[src/sv/msl_pkg.sv]
// ----------------------------------------------------------------------------
// msl_pkg: shared types and constants for the servo slew limiter
// Field widths, register indexes, reset values and the scaling constants
// used by the sequencer, the channel state store and the shared multiplier.
// ----------------------------------------------------------------------------
package msl_pkg;

  localparam int NUM_CHANNELS_DEF = 16;

  localparam int IDX_W   = 4;
  localparam int ANGLE_W = 8;
  localparam int PULSE_W = 12;
  localparam int DELAY_W = 8;
  localparam int TIME_W  = 32;
  localparam int CFG_W   = 12;
  localparam int CFGI_W  = 2;

  localparam logic [ANGLE_W-1:0] FULL_ANGLE  = 8'd180;
  localparam logic [ANGLE_W-1:0] START_ANGLE = 8'd90;

  localparam logic [IDX_W-1:0]   NUM_SERVOS_RST = 4'd0;
  localparam logic [PULSE_W-1:0] MIN_PULSE_RST  = 12'd150;
  localparam logic [PULSE_W-1:0] MAX_PULSE_RST  = 12'd600;
  localparam logic [DELAY_W-1:0] STEP_DELAY_RST = 8'd10;

  // x / 180 == (x * RECIP) >> RECIP_SH for every x below 2^20
  localparam int MULA_W   = 20;
  localparam int MULB_W   = 21;
  localparam int PROD_W   = MULA_W + MULB_W;
  localparam int RECIP_SH = 28;
  localparam logic [MULB_W-1:0] RECIP = 21'd1491309;

  localparam logic [CFGI_W-1:0] REG_NUM_SERVOS = 2'd0;
  localparam logic [CFGI_W-1:0] REG_MIN_PULSE  = 2'd1;
  localparam logic [CFGI_W-1:0] REG_MAX_PULSE  = 2'd2;
  localparam logic [CFGI_W-1:0] REG_STEP_DELAY = 2'd3;

  localparam logic OP_UPDATE = 1'b0;
  localparam logic OP_SET    = 1'b1;

  typedef enum logic {
    MUL_ANGLE,
    MUL_RECIP
  } mul_sel_e;

  typedef struct packed {
    logic rd_en;
    logic cur_we;
    logic goal_we;
    logic start_we;
    logic set_moving;
    logic clr_moving;
    logic set_wait;
    logic clr_wait;
  } st_ctrl_t;

  typedef struct packed {
    logic [ANGLE_W-1:0] cur;
    logic [ANGLE_W-1:0] goal;
    logic [TIME_W-1:0]  start;
    logic               moving;
    logic               waiting;
  } st_rd_t;

endpackage

[src/sv/msl_state_store.sv]
// ----------------------------------------------------------------------------
// msl_state_store: per-channel servo state
// Angle and timestamp memories with per-entry valid bits, moving and
// waiting flags; one registered read port and one write port.
// ----------------------------------------------------------------------------
module msl_state_store #(
  parameter int NUM_CHANNELS = 16,
  parameter int CH_W         = 4
) (
  input  logic                        clk_i,
  input  logic                        rst_ni,
  input  msl_pkg::st_ctrl_t           ctrl_i,
  input  logic [CH_W-1:0]             rd_addr_i,
  input  logic [CH_W-1:0]             wr_addr_i,
  input  logic [msl_pkg::ANGLE_W-1:0] wr_cur_i,
  input  logic [msl_pkg::ANGLE_W-1:0] wr_goal_i,
  input  logic [msl_pkg::TIME_W-1:0]  wr_start_i,
  output msl_pkg::st_rd_t             rd_o
);
  import msl_pkg::*;

  logic [ANGLE_W-1:0] cur_mem   [NUM_CHANNELS];
  logic [ANGLE_W-1:0] goal_mem  [NUM_CHANNELS];
  logic [TIME_W-1:0]  start_mem [NUM_CHANNELS];

  logic [NUM_CHANNELS-1:0] cur_vld_q, goal_vld_q, start_vld_q;
  logic [NUM_CHANNELS-1:0] moving_q, waiting_q;

  logic [ANGLE_W-1:0] cur_raw_q, goal_raw_q;
  logic [TIME_W-1:0]  start_raw_q;
  logic               cur_v_q, goal_v_q, start_v_q, moving_rd_q, waiting_rd_q;

  always_ff @(posedge clk_i) begin
    if (ctrl_i.cur_we) begin
      cur_mem[wr_addr_i] <= wr_cur_i;
    end
    if (ctrl_i.goal_we) begin
      goal_mem[wr_addr_i] <= wr_goal_i;
    end
    if (ctrl_i.start_we) begin
      start_mem[wr_addr_i] <= wr_start_i;
    end
    if (ctrl_i.rd_en) begin
      cur_raw_q   <= cur_mem[rd_addr_i];
      goal_raw_q  <= goal_mem[rd_addr_i];
      start_raw_q <= start_mem[rd_addr_i];
    end
  end

  always_ff @(posedge clk_i or negedge rst_ni) begin
    if (!rst_ni) begin
      cur_vld_q    <= '0;
      goal_vld_q   <= '0;
      start_vld_q  <= '0;
      moving_q     <= '0;
      waiting_q    <= '0;
      cur_v_q      <= 1'b0;
      goal_v_q     <= 1'b0;
      start_v_q    <= 1'b0;
      moving_rd_q  <= 1'b0;
      waiting_rd_q <= 1'b0;
    end else begin
      if (ctrl_i.cur_we) begin
        cur_vld_q[wr_addr_i] <= 1'b1;
      end
      if (ctrl_i.goal_we) begin
        goal_vld_q[wr_addr_i] <= 1'b1;
      end
      if (ctrl_i.start_we) begin
        start_vld_q[wr_addr_i] <= 1'b1;
      end
      if (ctrl_i.set_moving) begin
        moving_q[wr_addr_i] <= 1'b1;
      end else if (ctrl_i.clr_moving) begin
        moving_q[wr_addr_i] <= 1'b0;
      end
      if (ctrl_i.set_wait) begin
        waiting_q[wr_addr_i] <= 1'b1;
      end else if (ctrl_i.clr_wait) begin
        waiting_q[wr_addr_i] <= 1'b0;
      end
      if (ctrl_i.rd_en) begin
        cur_v_q      <= cur_vld_q[rd_addr_i];
        goal_v_q     <= goal_vld_q[rd_addr_i];
        start_v_q    <= start_vld_q[rd_addr_i];
        moving_rd_q  <= moving_q[rd_addr_i];
        waiting_rd_q <= waiting_q[rd_addr_i];
      end
    end
  end

  always_comb begin
    rd_o.cur     = cur_v_q   ? cur_raw_q   : START_ANGLE;
    rd_o.goal    = goal_v_q  ? goal_raw_q  : START_ANGLE;
    rd_o.start   = start_v_q ? start_raw_q : '0;
    rd_o.moving  = moving_rd_q;
    rd_o.waiting = waiting_rd_q;
  end

endmodule

[src/sv/msl_scaler.sv]
// ----------------------------------------------------------------------------
// msl_scaler: shared multiplier for angle to pulse scaling
// Pass one forms angle * |span|, pass two multiplies that by the reciprocal
// of 180; the top bits give the truncated quotient.
// ----------------------------------------------------------------------------
module msl_scaler (
  input  logic                        clk_i,
  input  logic                        en_i,
  input  msl_pkg::mul_sel_e           sel_i,
  input  logic [msl_pkg::ANGLE_W-1:0] angle_i,
  input  logic [msl_pkg::PULSE_W-1:0] span_i,
  output logic [msl_pkg::PULSE_W-1:0] quot_o
);
  import msl_pkg::*;

  logic [PROD_W-1:0] prod_q;
  logic [MULA_W-1:0] op_a;
  logic [MULB_W-1:0] op_b;

  always_comb begin
    unique case (sel_i)
      MUL_ANGLE: begin
        op_a = MULA_W'(angle_i);
        op_b = MULB_W'(span_i);
      end
      MUL_RECIP: begin
        op_a = prod_q[MULA_W-1:0];
        op_b = RECIP;
      end
      default: begin
        op_a = '0;
        op_b = '0;
      end
    endcase
  end

  always_ff @(posedge clk_i) begin
    if (en_i) begin
      prod_q <= PROD_W'(op_a) * PROD_W'(op_b);
    end
  end

  assign quot_o = prod_q[RECIP_SH+PULSE_W-1:RECIP_SH];

endmodule

[src/sv/multi_servo_slew_limiter_core.sv]
// ----------------------------------------------------------------------------
// multi_servo_slew_limiter_core: multi-channel servo slew limiter
// Set-target requests store a goal per channel; update requests walk the
// active channels, step each due channel one degree and emit its pulse width.
// ----------------------------------------------------------------------------
// Channel | Signals                                          | Direction
// cfg     | cfg_we_i cfg_idx_i cfg_data_i                    | in, write only
// in      | in_valid_i/in_ready_o, opcode, index, angle, now | in
// out     | out_valid_o/out_ready_i, channel, pulse, last    | out
//
// Set-target request: taken while idle and written to the addressed channel.
// Update request: each skipped channel passes S_RD and S_EV, each stepped
//   channel also S_M1, S_M2 and S_OUT, and S_FIN hands over the last result;
//   with no active channels the request is accepted and the core stays idle.
// Reset: asynchronous; channel state reads as reset values until written.
// A stalled output holds the sequencer only when a result is already pending behind it.
module multi_servo_slew_limiter_core #(
  parameter int NUM_CHANNELS = msl_pkg::NUM_CHANNELS_DEF
) (
  input  logic                        clk_i,
  input  logic                        rst_ni,
  input  logic                        cfg_we_i,
  input  logic [msl_pkg::CFGI_W-1:0]  cfg_idx_i,
  input  logic [msl_pkg::CFG_W-1:0]   cfg_data_i,
  input  logic                        in_valid_i,
  output logic                        in_ready_o,
  input  logic                        opcode_i,
  input  logic [msl_pkg::IDX_W-1:0]   servo_index_i,
  input  logic [msl_pkg::ANGLE_W-1:0] target_angle_i,
  input  logic [msl_pkg::TIME_W-1:0]  now_ms_i,
  output logic                        out_valid_o,
  input  logic                        out_ready_i,
  output logic [msl_pkg::IDX_W-1:0]   servo_channel_o,
  output logic [msl_pkg::PULSE_W-1:0] pulse_width_o,
  output logic                        last_o
);
  import msl_pkg::*;

  localparam int CH_W = (NUM_CHANNELS > 1) ? $clog2(NUM_CHANNELS) : 1;

  typedef enum logic [2:0] {
    S_IDLE,
    S_RD,
    S_EV,
    S_M1,
    S_M2,
    S_OUT,
    S_FIN
  } state_e;

  state_e state_q;

  logic [IDX_W-1:0]   num_servos_q;
  logic [PULSE_W-1:0] min_pulse_q, max_pulse_q;
  logic [DELAY_W-1:0] step_delay_q;

  logic [IDX_W-1:0]   ch_q, count_q;
  logic [TIME_W-1:0]  now_q;
  logic [ANGLE_W-1:0] ang_q;

  logic               pend_vld_q;
  logic [IDX_W-1:0]   pend_ch_q;
  logic [PULSE_W-1:0] pend_pw_q;

  logic               out_vld_q, out_last_q;
  logic [IDX_W-1:0]   out_ch_q;
  logic [PULSE_W-1:0] out_pw_q;

  st_ctrl_t           st_ctrl;
  st_rd_t             st_rd;
  logic [CH_W-1:0]    ch_addr, wr_addr;
  logic [ANGLE_W-1:0] step_ang, goal_clamp;
  logic [TIME_W-1:0]  wr_start;

  logic               accept, set_ok, do_step, expired, last_ch, out_free, push_ok;
  logic               out_load;
  logic [IDX_W-1:0]   count_new;
  logic               span_neg;
  logic [PULSE_W-1:0] span_abs, quot, pulse;
  logic               mul_en;
  mul_sel_e           mul_sel;

  assign in_ready_o = (state_q == S_IDLE);
  assign accept     = in_valid_i && in_ready_o;
  assign set_ok     = (32'(servo_index_i) < NUM_CHANNELS);
  assign ch_addr    = CH_W'(ch_q);
  assign goal_clamp = (target_angle_i > FULL_ANGLE) ? FULL_ANGLE : target_angle_i;
  assign count_new  = (32'(num_servos_q) > NUM_CHANNELS) ? IDX_W'(NUM_CHANNELS)
                                                          : num_servos_q;

  assign do_step  = st_rd.moving && (st_rd.cur != st_rd.goal) && !st_rd.waiting;
  assign expired  = ((now_q - st_rd.start) >= TIME_W'(step_delay_q));
  assign step_ang = (st_rd.goal > st_rd.cur) ? st_rd.cur + 8'd1 : st_rd.cur - 8'd1;
  assign last_ch  = (ch_q == count_q - 4'd1);
  assign out_free = !out_vld_q || out_ready_i;
  assign push_ok  = !pend_vld_q || out_free;
  assign out_load = pend_vld_q && out_free && ((state_q == S_OUT) || (state_q == S_FIN));

  assign span_neg = (max_pulse_q < min_pulse_q);
  assign span_abs = span_neg ? min_pulse_q - max_pulse_q : max_pulse_q - min_pulse_q;
  assign pulse    = span_neg ? min_pulse_q - quot : min_pulse_q + quot;

  always_comb begin
    st_ctrl  = '0;
    wr_addr  = ch_addr;
    wr_start = now_q;
    unique case (state_q)
      S_IDLE: begin
        wr_addr  = CH_W'(servo_index_i);
        wr_start = now_ms_i;
        if (accept && opcode_i == OP_SET && set_ok) begin
          st_ctrl.goal_we    = 1'b1;
          st_ctrl.start_we   = 1'b1;
          st_ctrl.set_moving = 1'b1;
        end
      end
      S_RD: st_ctrl.rd_en = 1'b1;
      S_EV: begin
        if (st_rd.moving && (st_rd.cur != st_rd.goal)) begin
          if (!st_rd.waiting) begin
            st_ctrl.cur_we     = 1'b1;
            st_ctrl.start_we   = 1'b1;
            st_ctrl.set_wait   = 1'b1;
            st_ctrl.clr_moving = (step_ang == st_rd.goal);
          end else if (expired) begin
            st_ctrl.clr_wait = 1'b1;
          end
        end
      end
      default: ;
    endcase
  end

  always_comb begin
    mul_en  = 1'b0;
    mul_sel = MUL_ANGLE;
    unique case (state_q)
      S_M1: mul_en = 1'b1;
      S_M2: begin
        mul_en  = 1'b1;
        mul_sel = MUL_RECIP;
      end
      default: ;
    endcase
  end

  msl_state_store #(
    .NUM_CHANNELS (NUM_CHANNELS),
    .CH_W         (CH_W)
  ) u_store (
    .clk_i      (clk_i),
    .rst_ni     (rst_ni),
    .ctrl_i     (st_ctrl),
    .rd_addr_i  (ch_addr),
    .wr_addr_i  (wr_addr),
    .wr_cur_i   (step_ang),
    .wr_goal_i  (goal_clamp),
    .wr_start_i (wr_start),
    .rd_o       (st_rd)
  );

  msl_scaler u_scaler (
    .clk_i   (clk_i),
    .en_i    (mul_en),
    .sel_i   (mul_sel),
    .angle_i (ang_q),
    .span_i  (span_abs),
    .quot_o  (quot)
  );

  always_ff @(posedge clk_i or negedge rst_ni) begin
    if (!rst_ni) begin
      num_servos_q <= NUM_SERVOS_RST;
      min_pulse_q  <= MIN_PULSE_RST;
      max_pulse_q  <= MAX_PULSE_RST;
      step_delay_q <= STEP_DELAY_RST;
    end else if (cfg_we_i) begin
      unique case (cfg_idx_i)
        REG_NUM_SERVOS: num_servos_q <= cfg_data_i[IDX_W-1:0];
        REG_MIN_PULSE:  min_pulse_q  <= cfg_data_i[PULSE_W-1:0];
        REG_MAX_PULSE:  max_pulse_q  <= cfg_data_i[PULSE_W-1:0];
        REG_STEP_DELAY: step_delay_q <= cfg_data_i[DELAY_W-1:0];
        default: ;
      endcase
    end
  end

  always_ff @(posedge clk_i or negedge rst_ni) begin
    if (!rst_ni) begin
      state_q    <= S_IDLE;
      ch_q       <= '0;
      count_q    <= '0;
      now_q      <= '0;
      ang_q      <= '0;
      pend_vld_q <= 1'b0;
      pend_ch_q  <= '0;
      pend_pw_q  <= '0;
      out_vld_q  <= 1'b0;
      out_ch_q   <= '0;
      out_pw_q   <= '0;
      out_last_q <= 1'b0;
    end else begin
      if (out_load) begin
        out_vld_q  <= 1'b1;
        out_ch_q   <= pend_ch_q;
        out_pw_q   <= pend_pw_q;
        out_last_q <= (state_q == S_FIN);
      end else if (out_ready_i) begin
        out_vld_q <= 1'b0;
      end
      unique case (state_q)
        S_IDLE: begin
          if (accept && opcode_i == OP_UPDATE) begin
            now_q   <= now_ms_i;
            ch_q    <= '0;
            count_q <= count_new;
            if (count_new != '0) begin
              state_q <= S_RD;
            end
          end
        end
        S_RD: state_q <= S_EV;
        S_EV: begin
          ang_q <= step_ang;
          if (do_step) begin
            state_q <= S_M1;
          end else if (last_ch) begin
            state_q <= S_FIN;
          end else begin
            ch_q    <= ch_q + 4'd1;
            state_q <= S_RD;
          end
        end
        S_M1: state_q <= S_M2;
        S_M2: state_q <= S_OUT;
        S_OUT: begin
          if (push_ok) begin
            pend_vld_q <= 1'b1;
            pend_ch_q  <= ch_q;
            pend_pw_q  <= pulse;
            if (last_ch) begin
              state_q <= S_FIN;
            end else begin
              ch_q    <= ch_q + 4'd1;
              state_q <= S_RD;
            end
          end
        end
        S_FIN: begin
          if (!pend_vld_q) begin
            state_q <= S_IDLE;
          end else if (out_free) begin
            pend_vld_q <= 1'b0;
            state_q    <= S_IDLE;
          end
        end
        default: state_q <= S_IDLE;
      endcase
    end
  end

  assign out_valid_o     = out_vld_q;
  assign servo_channel_o = out_ch_q;
  assign pulse_width_o   = out_pw_q;
  assign last_o          = out_last_q;

endmodule
[config.mk]
export PLATFORM = sky130hd
export DESIGN_NAME = multi_servo_slew_limiter_core
export DESIGN_NICKNAME = d
export VERILOG_FILES = /design/src/sv/msl_pkg.sv /design/src/sv/msl_state_store.sv /design/src/sv/msl_scaler.sv /design/src/sv/multi_servo_slew_limiter_core.sv
export SDC_FILE = /design/constraint.sdc
export NUM_CORES = 2
export LEC_CHECK = 0
export BUFFER_PORTS_ARGS = -buffer_cell sky130_fd_sc_hd__buf_2
export CAP_MARGIN = 20
export CORE_MARGIN = 8
export CORE_UTILIZATION = 35
export CTS_CLUSTER_DIAMETER = 50
export DETAILED_ROUTE_END_ITERATION = 16
export PLACE_DENSITY_LB_ADDON = 0.05
export SLEW_MARGIN = 20
export SYNTH_ARGS = -nofsm -noshare
export SYNTH_HDL_FRONTEND = slang
export SYNTH_SLANG_ARGS = --single-unit
[constraint.sdc]
create_clock -name clk_i -period 10.8 [get_ports clk_i]
set_input_delay 0.54 -clock clk_i [delete_from_list [all_inputs] [get_ports clk_i]]
set_output_delay 0.54 -clock clk_i [all_outputs]
set_load 0.05 [all_outputs]
==> run metrics <==
final net count slightly below 5000; worst clock skew slightly above 0.04 ns; DR WL/cell 25.0 µm; layout cells sized above 1 approximately 18%; H-tree depth 4; CP required ~11 ns; Synth async-reset ratio 19.6%; status finished clean; clk sinks 1055; Clock transition at path regs 0.05 ns; CTS tree built; CP Launch Type flip-flop; Reg-to-Reg Start min_pulse_q[1]; Site Rows 147; DRT antenna net count 0; Syn-to-layout area delta 14.7%; Primary FF master, synth edfxtp_1; CP max stage delay 0.60 ns; Vias/cell 5.09; post-layout util 40.2%; Seq/Total Area, Yosys 54.7%; antenna violations before repair 6; Max Slew Vio Count 0; Die Y 416 µm; Synth Instances 4097; worst setup path start min_pulse_q[1]; number of warnings issued by yosys 0; die width 416 µm; vias post-DR between 30000 and 40000; vias in the first global route approximately 35000; initial drt markers 2000; routability cong. 0.797; I/O Buffers a little over 80; Netlist cell types 79; WHS 0.0515 ns; part of the cycle the worst path needs 94.6%; Max Clk Rate 97.9 MHz; Max Cap Viol 0; Root Buffer clkbuf_16; Initial DRT Pass Iterations 5; setup violators final 0; R2R Setup Slk between 0.5 and 0.6 ns; Most common cell on crit path fa_1; Worst Hold Launch now_ms_i[19]; CP Class reg -> reg; Slew HR 22.2%; pin count of the biggest net entering global routing 106; CP arrival between 10 and 15 ns; global-route wire length before repair 240000 µm; Netlist Area Pre-Place 56100 µm²; routed wire length 163000 µm; final hold vios 0; FF+latch count, synth roughly 1100; RSZ-0062 raised after global routing false; fill count 15000; DPL Wire Length 105000 µm; IO Count 83; Hold Crit Class in -> reg; Core ar. 160000 µm²; final setup TNS 0 ns; CP Capture Type flip-flop; residual DRC count 0; clk_lat worst skew slightly below 0.8 ns; CTS Buf Count 132; # placed instances 6273; Tightest Pin Transition 1.16 ns; syn avg cell area 13.7 µm²; Total GRT Usage 18.6%; worst-path fanout max 9; GRT overflow 0; Starting Density between 30% and 40%; EDFF count, synth between 800 and 900; Die ar. 173000 µm²; clock buffer depth 3; Worst path slowest cell dfstp_2; Finished Layout Cells ~6500; minimum clock period 10.22 ns
-- repair_timing --
action                                  CTS  global route
pin swaps                                 0             0
resized for setup                         1             6
endpoints found under the setup margin    2             7
hold endpoints to repair                 55             0
cloned                                    0             0
hold buffers                              1             0
buffers inserted                          0             0
-- cell families (layout without fill, tap and decap cells) --
kind of cell	Yosys count	count (layout)	synth area share [%]
multiplexers	430	430	10.6
other	2	77	0.0134
flip-flops	1055	1055	54.7
AND/OR/NAND/NOR	787	787	6.42
AO/OA/AOI/OAI	631	631	7.31
XOR/XNOR	109	109	1.73
adder cells (fa/ha/maj)	539	539	15.5
buffers and inverters	544	810	3.71
-- critical path: cells and delay by family, from the launching register on --
family | cells | cell delay, ns
adders and majority gates | 9 | 4.15
xor gates and xnor gates | 2 | 0.55
buffers and inverters | 6 | 0.52
muxes | 1 | 0.23
and+or+nand+nor | 3 | 0.74
DFF | 1 | 0.60
AOI/OAI and AO/OA | 13 | 3.16
-- metal layers --
| layer | vias up | wire length, µm | part of all wire [%] | GRT usage [%] |
|---|---|---|---|---|
| met4 | 0 | 3710 | 2.3 | 4.56 |
| met2 | 639 | 78200 | 48 | 30.8 |
| met5 | - | 0 | 0 | 0 |
| li1 | 15200 | - | - | - |
| met1 | 17200 | 74800 | 46 | 25.8 |
| met3 | 194 | 6210 | 3.8 | 2.79 |
-- layout by cell type (no fill, tap or decap), types with 89 or more instances in the layout --
cell / instances
dfrtp_1: 192
fa_1: 263
inv_1: 389
o21ai_0: 170
a21oi_1: 157
edfxtp_1: 848
ha_1: 276
mux2i_1: 160
buf_4: 89
clkbuf_16: 135
nand2_1: 373
mux2_2: 155
nor2_1: 130
mux4_2: 115
-- cells in the mapped netlist, types with 10 or more instances --
cell type / number / area (µm²)
a21o_1: 64 / 480
a21oi_1: 173 / 866
a21oi_4: 10 / 163
a221oi_1: 50 / 438
a22oi_1: 49 / 368
and2_1: 29 / 181
and3_1: 31 / 194
buf_1: 33 / 124
clkbuf_1: 109 / 409
dfrtp_1: 197 / 4930
dfstp_2: 10 / 263
edfxtp_1: 848 / 25500
fa_1: 263 / 5270
ha_1: 276 / 3450
inv_1: 389 / 1460
mux2_2: 155 / 1750
mux2i_1: 160 / 1600
mux4_2: 115 / 2590
nand2_1: 374 / 1400
nand2b_1: 25 / 156
nand3_1: 39 / 195
nand4_1: 14 / 87.6
nor2_1: 147 / 552
nor2b_1: 14 / 87.6
nor3_1: 21 / 105
o21a_1: 14 / 105
o21ai_0: 172 / 861
o21bai_1: 12 / 90.1
or2_2: 57 / 357
or3_1: 10 / 62.6
xnor2_1: 75 / 657
xor2_1: 33 / 289
-- final timing paths --
path	endpoint	cells past startpoint
worst max-delay path	u_scaler.prod_q[39]	34
worst min-delay path	now_q[19]	2
worst max register to register	u_scaler.prod_q[39]	34
worst min register to register	u_store.start_vld_q[3]	1
max in group asynchronous	u_store.cur_v_q	4
min in group asynchronous	max_pulse_q[11]	2
-- registers in the layout, summed over array words and instances (netlist names), 3 cells and up, named ones only --
register and count:
count_q 4, count_new 4, u_store.start_mem 512, servo_channel_o 4, ang_q 8, pend_ch_q 4
u_store.goal_vld_q 16, pend_pw_q 12, u_store.start_raw_q 32, step_delay_q 8, u_store.goal_raw_q 8, u_store.cur_vld_q 16
pulse_width_o 12, u_store.cur_raw_q 8, state_q 3, u_scaler.prod_q 32, min_pulse_q 12, now_q 32
u_store.goal_mem 128, u_store.start_vld_q 16, u_store.cur_mem 128, max_pulse_q 12, ch_addr 4
-- per-stage QoR --
step	area (µm²)	setup slack, ns
2_1_floorplan	56300	1.44
3_3_place_gp	59800	-0.0915
3_5_place_dp	59800	-0.126
4_1_cts	64300	0.0159
5_1_grt	64300	0.131
6_report	64300	0.585
-- layout make-up --
| type | instances | area [µm²] | share of cell area [%] |
|---|---|---|---|
| diodes | 5 | 12.5 | 0.0195 |
| clock buffers | 179 | 3650 | 5.68 |
| clock inverters | 66 | 836 | 1.30 |
| inverters | 390 | 1460 | 2.28 |
| multi-input cells | 2568 | 23900 | 37.2 |
| flip-flops and latches | 1055 | 30700 | 47.7 |
| well taps | 2086 | 2610 | 4.06 |
| repair buffers | 175 | 1150 | 1.79 |
Power is left out: the tool's default activity adds up to more than one toggle a clock period on the data nets, which glitch-free logic cannot reach.
